--- src/sv/gnd_pkg.sv ---
// ----------------------------------------------------------------------------
// gnd_pkg
// Widths, register indexes and helpers of the gather-nd address generator.
// ----------------------------------------------------------------------------
package gnd_pkg;

    localparam int IDX_W       = 16;
    localparam int NUM_IDX     = 4;
    localparam int DESC_W      = 32;
    localparam int STRIDE_W    = 32;
    localparam int COUNT_W     = 24;
    localparam int DEPTH_W     = 3;
    localparam int CFG_INDEX_W = 3;
    localparam int CFG_DATA_W  = 32;
    localparam int PROD_W      = IDX_W + STRIDE_W;

    typedef enum logic [CFG_INDEX_W-1:0] {
        REG_INDEX_DEPTH      = 3'd0,
        REG_STRIDE_0         = 3'd1,
        REG_STRIDE_1         = 3'd2,
        REG_STRIDE_2         = 3'd3,
        REG_STRIDE_3         = 3'd4,
        REG_BLOCK_LEN        = 3'd5,
        REG_TUPLES_PER_BATCH = 3'd6,
        REG_BATCH_STRIDE     = 3'd7
    } cfg_reg_t;

    // register index of the stride that belongs to lane k
    function automatic logic [CFG_INDEX_W-1:0] stride_index(input int k);
        return CFG_INDEX_W'(int'(REG_STRIDE_0) + k);
    endfunction

endpackage

--- src/sv/gnd_if.sv ---
// ----------------------------------------------------------------------------
// gnd_if
// Stream channels of the gather-nd address generator: index tuples in,
// copy descriptors out.
// ----------------------------------------------------------------------------
interface gnd_idx_if;
    logic                      valid;
    logic                      ready;
    logic [gnd_pkg::IDX_W-1:0] idx_0;
    logic [gnd_pkg::IDX_W-1:0] idx_1;
    logic [gnd_pkg::IDX_W-1:0] idx_2;
    logic [gnd_pkg::IDX_W-1:0] idx_3;

    modport source (output valid, idx_0, idx_1, idx_2, idx_3, input ready);
    modport sink   (input valid, idx_0, idx_1, idx_2, idx_3, output ready);
endinterface

interface gnd_desc_if;
    logic                       valid;
    logic                       ready;
    logic [gnd_pkg::DESC_W-1:0] src_offset;
    logic [gnd_pkg::DESC_W-1:0] dst_offset;
    logic                       batch_end;

    modport source (output valid, src_offset, dst_offset, batch_end, input ready);
    modport sink   (input valid, src_offset, dst_offset, batch_end, output ready);
endinterface

--- src/sv/gather_nd_address_generator.sv ---
// ----------------------------------------------------------------------------
// gather_nd_address_generator
// Turns index tuples into copy descriptors for an N-dimensional gather.
// ----------------------------------------------------------------------------
// Takes one index tuple per clock while the output is not stalled and returns
// one descriptor per tuple, in order, through both register stages below.
// The first register stage captures the used index components together with
// the batch base, the running destination offset and the end-of-batch flag;
// the second stage holds the descriptor. Between them each lane has one
// 16 x 32 multiply and the lane products are summed onto the base, which sets
// the clock. Offsets wrap at OFFSET_BITS and show on the 32-bit ports.
// Configuration writes are meant for idle periods and apply to the next tuple.
module gather_nd_address_generator #(
    parameter int MAX_INDEX_DEPTH = 4,
    parameter int OFFSET_BITS     = 32
) (
    input  logic                              clk,
    input  logic                              rst_n,
    input  logic                              cfg_we,
    input  logic [gnd_pkg::CFG_INDEX_W-1:0]   cfg_index,
    input  logic [gnd_pkg::CFG_DATA_W-1:0]    cfg_data,
    gnd_idx_if.sink                           idx_in,
    gnd_desc_if.source                        desc_out
);

    localparam int LANES = (MAX_INDEX_DEPTH < gnd_pkg::NUM_IDX) ?
                           MAX_INDEX_DEPTH : gnd_pkg::NUM_IDX;
    localparam int OFS_W = OFFSET_BITS;

    // configuration
    logic [gnd_pkg::DEPTH_W-1:0]  depth_reg;
    logic [gnd_pkg::STRIDE_W-1:0] stride_reg [LANES];
    logic [gnd_pkg::DESC_W-1:0]   block_len_reg;
    logic [gnd_pkg::COUNT_W-1:0]  tuples_reg;
    logic [gnd_pkg::DESC_W-1:0]   batch_stride_reg;

    // running state
    logic [OFS_W-1:0]             batch_base_reg;
    logic [OFS_W-1:0]             batch_base_next;
    logic [OFS_W-1:0]             dst_reg;
    logic [OFS_W-1:0]             dst_next;
    logic [gnd_pkg::COUNT_W-1:0]  count_reg;
    logic [gnd_pkg::COUNT_W-1:0]  count_next;

    // first stage
    logic                         s1_valid_reg;
    logic                         s1_valid_next;
    logic [gnd_pkg::IDX_W-1:0]    s1_idx_reg [LANES];
    logic [OFS_W-1:0]             s1_base_reg;
    logic [OFS_W-1:0]             s1_dst_reg;
    logic                         s1_last_reg;

    // output stage
    logic                         out_valid_reg;
    logic                         out_valid_next;
    logic [gnd_pkg::DESC_W-1:0]   out_src_reg;
    logic [gnd_pkg::DESC_W-1:0]   out_dst_reg;
    logic                         out_last_reg;

    logic                         out_adv;
    logic                         accept;
    logic [gnd_pkg::IDX_W-1:0]    idx_vec [gnd_pkg::NUM_IDX];
    logic [gnd_pkg::DEPTH_W-1:0]  used_depth;
    logic [gnd_pkg::COUNT_W-1:0]  limit;
    logic                         last;
    logic [OFS_W-1:0]             src_sum;

    assign idx_vec[0] = idx_in.idx_0;
    assign idx_vec[1] = idx_in.idx_1;
    assign idx_vec[2] = idx_in.idx_2;
    assign idx_vec[3] = idx_in.idx_3;

    assign out_adv      = !out_valid_reg || desc_out.ready;
    assign idx_in.ready = !s1_valid_reg || out_adv;
    assign accept       = idx_in.valid && idx_in.ready;

    assign used_depth = (depth_reg > gnd_pkg::DEPTH_W'(LANES)) ?
                        gnd_pkg::DEPTH_W'(LANES) : depth_reg;
    assign limit      = (tuples_reg == '0) ? gnd_pkg::COUNT_W'(1) : tuples_reg;
    assign last       = ({1'b0, count_reg} + (gnd_pkg::COUNT_W+1)'(1)) >= {1'b0, limit};

    always_comb
    begin
        batch_base_next = batch_base_reg;
        count_next      = count_reg + gnd_pkg::COUNT_W'(1);
        dst_next        = dst_reg + OFS_W'(block_len_reg);
        if (last)
        begin
            batch_base_next = batch_base_reg + OFS_W'(batch_stride_reg);
            count_next      = '0;
        end
    end

    always_comb
    begin
        s1_valid_next = s1_valid_reg;
        if (accept)
        begin
            s1_valid_next = 1'b1;
        end
        else if (out_adv)
        begin
            s1_valid_next = 1'b0;
        end
        out_valid_next = out_adv ? s1_valid_reg : out_valid_reg;
    end

    // one product per lane, summed onto the batch base
    always_comb
    begin
        logic [gnd_pkg::PROD_W-1:0] prod;
        src_sum = s1_base_reg;
        for (int k = 0; k < LANES; k++)
        begin
            prod    = gnd_pkg::PROD_W'(s1_idx_reg[k]) * gnd_pkg::PROD_W'(stride_reg[k]);
            src_sum = src_sum + OFS_W'(prod);
        end
    end

    always_ff @(posedge clk or negedge rst_n)
    begin
        if (!rst_n)
        begin
            depth_reg        <= gnd_pkg::DEPTH_W'(1);
            block_len_reg    <= gnd_pkg::DESC_W'(1);
            tuples_reg       <= gnd_pkg::COUNT_W'(1);
            batch_stride_reg <= '0;
            for (int k = 0; k < LANES; k++)
            begin
                stride_reg[k] <= '0;
            end
        end
        else if (cfg_we)
        begin
            case (cfg_index)
                gnd_pkg::REG_INDEX_DEPTH:
                begin
                    depth_reg <= cfg_data[gnd_pkg::DEPTH_W-1:0];
                end
                gnd_pkg::REG_BLOCK_LEN:
                begin
                    block_len_reg <= cfg_data;
                end
                gnd_pkg::REG_TUPLES_PER_BATCH:
                begin
                    tuples_reg <= cfg_data[gnd_pkg::COUNT_W-1:0];
                end
                gnd_pkg::REG_BATCH_STRIDE:
                begin
                    batch_stride_reg <= cfg_data;
                end
                default:
                begin
                    // strides of lanes beyond the built ones are dropped
                    for (int k = 0; k < LANES; k++)
                    begin
                        if (cfg_index == gnd_pkg::stride_index(k))
                        begin
                            stride_reg[k] <= cfg_data;
                        end
                    end
                end
            endcase
        end
    end

    always_ff @(posedge clk or negedge rst_n)
    begin
        if (!rst_n)
        begin
            batch_base_reg <= '0;
            dst_reg        <= '0;
            count_reg      <= '0;
            s1_valid_reg   <= 1'b0;
            out_valid_reg  <= 1'b0;
        end
        else
        begin
            s1_valid_reg  <= s1_valid_next;
            out_valid_reg <= out_valid_next;
            if (accept)
            begin
                batch_base_reg <= batch_base_next;
                dst_reg        <= dst_next;
                count_reg      <= count_next;
            end
        end
    end

    always_ff @(posedge clk)
    begin
        if (accept)
        begin
            for (int k = 0; k < LANES; k++)
            begin
                s1_idx_reg[k] <= (k < int'(used_depth)) ? idx_vec[k] : '0;
            end
            s1_base_reg <= batch_base_reg;
            s1_dst_reg  <= dst_reg;
            s1_last_reg <= last;
        end
        if (out_adv && s1_valid_reg)
        begin
            out_src_reg  <= gnd_pkg::DESC_W'(src_sum);
            out_dst_reg  <= gnd_pkg::DESC_W'(s1_dst_reg);
            out_last_reg <= s1_last_reg;
        end
    end

    assign desc_out.valid      = out_valid_reg;
    assign desc_out.src_offset = out_src_reg;
    assign desc_out.dst_offset = out_dst_reg;
    assign desc_out.batch_end  = out_last_reg;

endmodule

--- src/flat_wrapper.sv ---
// flat-port wrapper written by rule: the top's interface ports become plain ports
module gather_nd_address_generator_flat 
#(
    parameter int MAX_INDEX_DEPTH = 4,
    parameter int OFFSET_BITS     = 32
)
  (clk, rst_n, cfg_we, cfg_index, cfg_data, idx_in_valid, idx_in_idx_0, idx_in_idx_1, idx_in_idx_2, idx_in_idx_3, idx_in_ready, desc_out_valid, desc_out_src_offset, desc_out_dst_offset, desc_out_batch_end, desc_out_ready);
  gnd_idx_if idx_in_i ();
  gnd_desc_if desc_out_i ();
  input  logic clk;
  input  logic rst_n;
  input  logic cfg_we;
  input  logic [gnd_pkg::CFG_INDEX_W-1:0] cfg_index;
  input  logic [gnd_pkg::CFG_DATA_W-1:0] cfg_data;
  input wire logic [$bits(idx_in_i.valid)-1:0] idx_in_valid;
  input wire logic [$bits(idx_in_i.idx_0)-1:0] idx_in_idx_0;
  input wire logic [$bits(idx_in_i.idx_1)-1:0] idx_in_idx_1;
  input wire logic [$bits(idx_in_i.idx_2)-1:0] idx_in_idx_2;
  input wire logic [$bits(idx_in_i.idx_3)-1:0] idx_in_idx_3;
  output wire logic [$bits(idx_in_i.ready)-1:0] idx_in_ready;
  output wire logic [$bits(desc_out_i.valid)-1:0] desc_out_valid;
  output wire logic [$bits(desc_out_i.src_offset)-1:0] desc_out_src_offset;
  output wire logic [$bits(desc_out_i.dst_offset)-1:0] desc_out_dst_offset;
  output wire logic [$bits(desc_out_i.batch_end)-1:0] desc_out_batch_end;
  input wire logic [$bits(desc_out_i.ready)-1:0] desc_out_ready;
  assign idx_in_i.valid = idx_in_valid;
  assign idx_in_i.idx_0 = idx_in_idx_0;
  assign idx_in_i.idx_1 = idx_in_idx_1;
  assign idx_in_i.idx_2 = idx_in_idx_2;
  assign idx_in_i.idx_3 = idx_in_idx_3;
  assign idx_in_ready = idx_in_i.ready;
  assign desc_out_valid = desc_out_i.valid;
  assign desc_out_src_offset = desc_out_i.src_offset;
  assign desc_out_dst_offset = desc_out_i.dst_offset;
  assign desc_out_batch_end = desc_out_i.batch_end;
  assign desc_out_i.ready = desc_out_ready;
  gather_nd_address_generator #(.MAX_INDEX_DEPTH(MAX_INDEX_DEPTH), .OFFSET_BITS(OFFSET_BITS)) u_core (.clk(clk), .rst_n(rst_n), .cfg_we(cfg_we), .cfg_index(cfg_index), .cfg_data(cfg_data), .idx_in(idx_in_i), .desc_out(desc_out_i));
endmodule
--- config.mk ---
export PLATFORM = sky130hd
export DESIGN_NAME = gather_nd_address_generator_flat
export DESIGN_NICKNAME = d
export VERILOG_FILES = /design/src/sv/gnd_pkg.sv /design/src/sv/gnd_if.sv /design/src/sv/gather_nd_address_generator.sv /design/src/flat_wrapper.sv
export SDC_FILE = /design/constraint.sdc
export NUM_CORES = 2
export LEC_CHECK = 0
export ABC_CLOCK_PERIOD_IN_PS = 11700
export BUFFER_PORTS_ARGS = -buffer_cell sky130_fd_sc_hd__buf_2
export CAP_MARGIN = 20
export CELL_PAD_IN_SITES_DETAIL_PLACEMENT = 0
export CELL_PAD_IN_SITES_GLOBAL_PLACEMENT = 1
export CORE_UTILIZATION = 30
export CTS_BUF_LIST = sky130_fd_sc_hd__clkbuf_8
export DETAILED_ROUTE_END_ITERATION = 7
export HOLD_SLACK_MARGIN = 0.03
export PLACE_DENSITY = 0.64
export SYNTH_ARGS = -nofsm -noshare
export SYNTH_HDL_FRONTEND = slang
export SYNTH_SLANG_ARGS = --single-unit
--- constraint.sdc ---
create_clock -name clk -period 11.7 [get_ports clk]
set_input_delay 2.34 -clock clk [delete_from_list [all_inputs] [get_ports clk]]
set_output_delay 2.34 -clock clk [all_outputs]
set_load 0.01 [all_outputs]
======== Yosys cells after proc, flatten, opt, wreduce, memory -nomap -nowiden ========
Memories as Yosys holds them, arrays and structs flattened.
Index checks and enable logic that the tools add are counted.
word-level totals
  register bits ........................... 439
  RAM bits ................................ 64
  output and inout port bits .............. 67
  memories kept ........................... 1
cells by class
  add/subtract/negate cells ............... 8
  multipliers ............................. 4
  $lt $le $gt $ge ......................... 6
  equality and inequality tests ........... 7
  multiplexer cells ....................... 11
  bitwise operators ....................... 1
  reductions and logical operators ........ 19
memories
  memory             words  bits a word  read ports  clocked after Yosys merged registers in  wr ports  line                               text
  u_core.s1_idx_reg  4      16           4           0                                        4         gather_nd_address_generator.sv:48  logic [gnd_pkg::IDX_W-1:0] s1_idx_reg [LANES];
operator list
  kind                                                                  count
  32-bit adder                                                          6
  16-bit by 32-bit multiplier with 32-bit output                        4
  16-bit 2-to-1 mux                                                     4
  24-bit 2-to-1 mux                                                     2
  24-bit by 1-bit adder with 25-bit output (second input constant)      1
  25-bit by 24-bit >= comparator with 1-bit output                      1
  24-bit by 1-bit adder with 24-bit output (second input constant)      1
  24-bit zero test                                                      1
  3-bit == test (second input constant)                                 4
  3-bit AND reduction                                                   4
  2-bit AND reduction                                                   5
  3-bit by 2-bit == test with 1-bit output (second input constant)      2
  1-bit by 3-bit < comparator with 1-bit output (first input constant)  2
  2-bit by 3-bit < comparator with 1-bit output (first input constant)  2
  1-bit 2-to-1 mux                                                      4
  4-bit OR reduction                                                    1
  3-bit by 1-bit == test with 1-bit output (second input constant)      1
  3-bit greater-than comparator (second input constant)                 1
  3-bit zero test                                                       1
  3-bit 2-to-1 mux                                                      1
  1-bit logical AND                                                     2
  1-bit zero test                                                       2
  1-bit logical OR                                                      2
  2-bit nonzero test                                                    1
  1-bit inverter                                                        1

======== Logic depth before layout (Yosys ltp) ========
  word-level depth ........................ 6
  gate-level depth with buffers ........... 32
  depth with buffers taken out ............ 31

======== Least setup slack after synthesis ========
OpenSTA, ideal clock, no wires.
  path kind ............................... register to register
  start point ............................. memory u_core.s1_idx_reg[3][12] in the netlist's numbering
  end point ............................... register u_core.out_src_reg, in the netlist u_core.desc_out.src_offset[31], data pin
  data arrival time ....................... 8,010 ps
  setup slack ............................. 3,431 ps
  stages on the path, launching flop included .. 28
  buffers on the path ..................... 2
  period minus slack after synthesis ...... 8,269 ps
  cell sequence ........................... edfxtp_1 > clkbuf_1 > buf_1 > nand2_1 > fa_1 > inv_1 > fa_1 > inv_1 > fa_1 > fa_1 > fa_1 > fa_1 > inv_1 > fa_1 > fa_1 > fa_1 > fa_1 > ha_1 > nand2_1 > or3_1 > o221a_2 > o211ai_1 > a22oi_1 > o21ai_1 > a41oi_1 > a21o_1 > a21oi_1 > xnor2_1
RTL lines
  item                    line                                text
  start: declaration      gather_nd_address_generator.sv:48
  end signal: assignment  gather_nd_address_generator.sv:204  out_src_reg <= gnd_pkg::DESC_W'(src_sum);
  end: declaration        gather_nd_address_generator.sv:56   logic [gnd_pkg::DESC_W-1:0] out_src_reg;

==> results.py <==
metrics = {
    "status": {
        "status": "complete, no violations",
    },
    "logic_synthesis": {
        "synth_simple_gate_area_share_pct": 14.5,
        "synth_area_mm2": 0.0685,
        "synth_common_cells": "fa_1, inv_1, and2_1",
        "ys_top_cells_by_area": "fa_1, dfrtp_1, edfxtp_1, and2_1, inv_1",
        "post-synth-top-area-cell": "fa_1",
        "synth_nets": 8420,
        "synthCells": 6613,
        "seq_area_frac_synth_pct": 19.8,
        "yosysMostFrequentCell": "fa_1",
        "synth_cell_types": 73,
        "syn_avg_cell_area_um2": 10.4,
        "synth-edff-count": 194,
        "yosys_most_used_dff": "dfrtp_1",
        "muxShareOfSynthArea_pct": 4.06,
        "yosysTopAreaCellShare_pct": 41.3,
        "async_flop_share_pct": 61.4,
        "synth.ff_latch_count": 503,
        "yosysWarnings": 0,
        "synth-compound-area-share_pct": 2.87,
        "synth_adder_area_share_pct": 46.6,
        "synth-xor-area-share_pct": 2.94,
        "synth_top_family_by_area": "adder cells",
    },
    "final_layout": {
        "seqCellArea_mm2": 0.0136,
        "fin_nets": 8491,
        "stdcell_area_mm2": 0.0749,
        "nFillCells": 23600,
        "multi_input_area_mm2": 0.0487,
        "drive_gt1_share_pct": 9.82,
        "largest_reg_flops": 128,
        "syn2layout_area_growth_pct": 9.37,
        "final_util_pct": 33.0,
    },
    "placement": {
        "dp_slack_ps": 2320,
        "place.gp.congestion": 0.864,
        "port_buffers": 170,
        "place_hpwl_mm": 168,
        "placed_area_mm2": 0.0727,
    },
    "critical_path": {
        "cp-start-kind": "flip-flop",
        "critPathMaxStageDelay_ps": 810,
        "end_kind": "flip-flop",
        "cpMaxStageDelayCell": "edfxtp_1",
        "arrival_ps": 9990,
        "crit_family": "adder cells",
        "path_common_cell": "fa_1",
        "cp.depth": 26,
        "path_buf_inv": 4,
        "critPathKind": "reg2reg",
        "path_max_fanout": 30,
        "rr_worst_depth": 26,
        "cp.required_ps": 12280,
    },
    "timing": {
        "setup_viol": 0,
        "hold_viol": 0,
        "final_max_slew_viol_count": 0,
        "min_period_ps": 9400,
        "max-slew-margin-rel_pct": 24.8,
        "setup_tns_ps": 0,
        "max_freq_mhz": 106,
        "fin_ws_ps": 2300,
        "tightest_slew_ps": 1120,
        "rsz0062_at_grt": "false",
        "finalCritPeriodShare_pct": 80.4,
        "fin_skew_ps": 76.6,
    },
    "clocking": {
        "clock_latency_ps": 890,
        "path_clk_slew_ps": 70,
        "cts_root_buf": "clkbuf_8",
        "cts_resized": 0,
        "holdBufCountCts": 0,
        "cts-buffers-inserted": 97,
        "cts_sinks": 503,
        "cts_tree": "done",
        "postCtsSetupBuffers": 0,
        "clock_path_buffers": 3,
        "htreeDepth": 3,
    },
    "routing": {
        "drc": 0,
        "num_vias": 44700,
        "drtPass1Iterations": 7,
        "drtIter0Drc": 2447,
        "wl_per_cell_um": 20.8,
        "wl_mm": 204,
        "viasPerCell": 4.57,
        "drtAntennaViolNets": 0,
    },
    "global_routing": {
        "track_usage_pct": 18.3,
        "first_global_vias": 48900,
        "grt_pass1_wl_mm": 313,
        "antenna_found_initial": 25,
        "gr-total-overflow": 0,
        "grt_max_degree": 125,
    },
    "floorplanning": {
        "ioPinCount": 171,
        "chipWidth_um": 480,
        "die_h_um": 480,
        "dieArea_mm2": 0.230,
        "start_util_pct": 30.1,
        "fp-row-count": 175,
        "coreArea_mm2": 0.227,
    },
    "flow_run": {
        "maxCapViolations": 0,
    },
    "worst_hold_path": {
        "hold_class": "reg2reg",
        "min_path_cells": 0,
    },
}
==> routing by layer <==
layer | track usage, % | part of all wire [%] | vias to the layer above
met1 | 23.3 | 42 | 23700
met3 | 2.28 | 4.4 | 226
met5 | 0 | 0.053 | -
met2 | 31.6 | 50 | 995
met4 | 6.36 | 3.6 | 20
li1 | - | - | 19800
==> worst register-to-register path, stage by stage, from the launching register on <==
cell	delay, ps
edfxtp_1	810
and2_1	410
fa_1	530
inv_1	50
fa_1	470
inv_1	50
fa_1	470
inv_1	50
fa_1	520
inv_1	50
fa_1	480
fa_1	690
fa_1	480
fa_1	460
fa_1	520
fa_1	420
ha_1	400
nand2_1	140
or3_1	400
o221a_2	270
o211ai_1	200
a22oi_1	210
o21ai_1	410
a41oi_1	220
a21o_1	210
a21oi_1	150
xnor2_1	80
==> cells by family (layout without fill, tap and decap cells) <==
logic type	after synthesis	in the layout
compound gates	311	311
xor+xnor	230	230
fa+ha+maj	1703	1703
buf+inv	1679	1835
flops	503	503
mux	247	247
other cells	0	10
simple gates	1940	1940
==> placed cells by master (no fill, tap or decap), types with 93 or more instances in the layout <==
master,count
inv_1,1423
fa_1,1415
and2_1,873
nand2_1,829
dfrtp_1,306
ha_1,288
mux2_2,231
edfxtp_1,194
xnor2_1,173
buf_2,169
clkbuf_8,110
o21ai_0,93
==> area by class of cell <==
cell class	count	share of cell area (%)
inverter	1401	7.02
antenna	10	0.0334
timing repair buffer	250	2.02
tap	3009	5.02
sequential	503	18.1
clock inverter	74	0.850
clock buffer	110	2.02
multi-input combinational	4431	64.9
==> worst paths after layout <==
check                      slack (ps)                                  start                                       end
setup / recovery                 2300  u_core.s1_idx_reg[1][2]$_SDFFCE_PP0P_  u_core.desc_out.src_offset[31]$_DFFE_PP_
hold / removal                    420           u_core.s1_last_reg$_DFFE_PP_       u_core.desc_out.batch_end$_DFFE_PP_
setup reg to reg                 2300  u_core.s1_idx_reg[1][2]$_SDFFCE_PP0P_  u_core.desc_out.src_offset[31]$_DFFE_PP_
hold reg to reg                   420           u_core.s1_last_reg$_DFFE_PP_       u_core.desc_out.batch_end$_DFFE_PP_
max in group asynchronous        8280                                  rst_n          u_core.stride_reg[3]$_DFFE_PN0P_
min in group asynchronous        1480                                  rst_n            u_core.dst_reg[31]$_DFFE_PN0P_
==> per-stage QoR <==
| stage | hold slack [ps] | instances |
|---|---|---|
| 2_1_floorplan | 400 | 6613 |
| 3_3_place_gp | 410 | 9591 |
| 3_5_place_dp | 405 | 9591 |
| 4_1_cts | 425 | 9775 |
| 5_1_grt | 435 | 9781 |
| 6_report | 421 | 9788 |
Power is not shown: default switching activity piles up to over one toggle a cycle in this logic, so the estimate is an artifact.
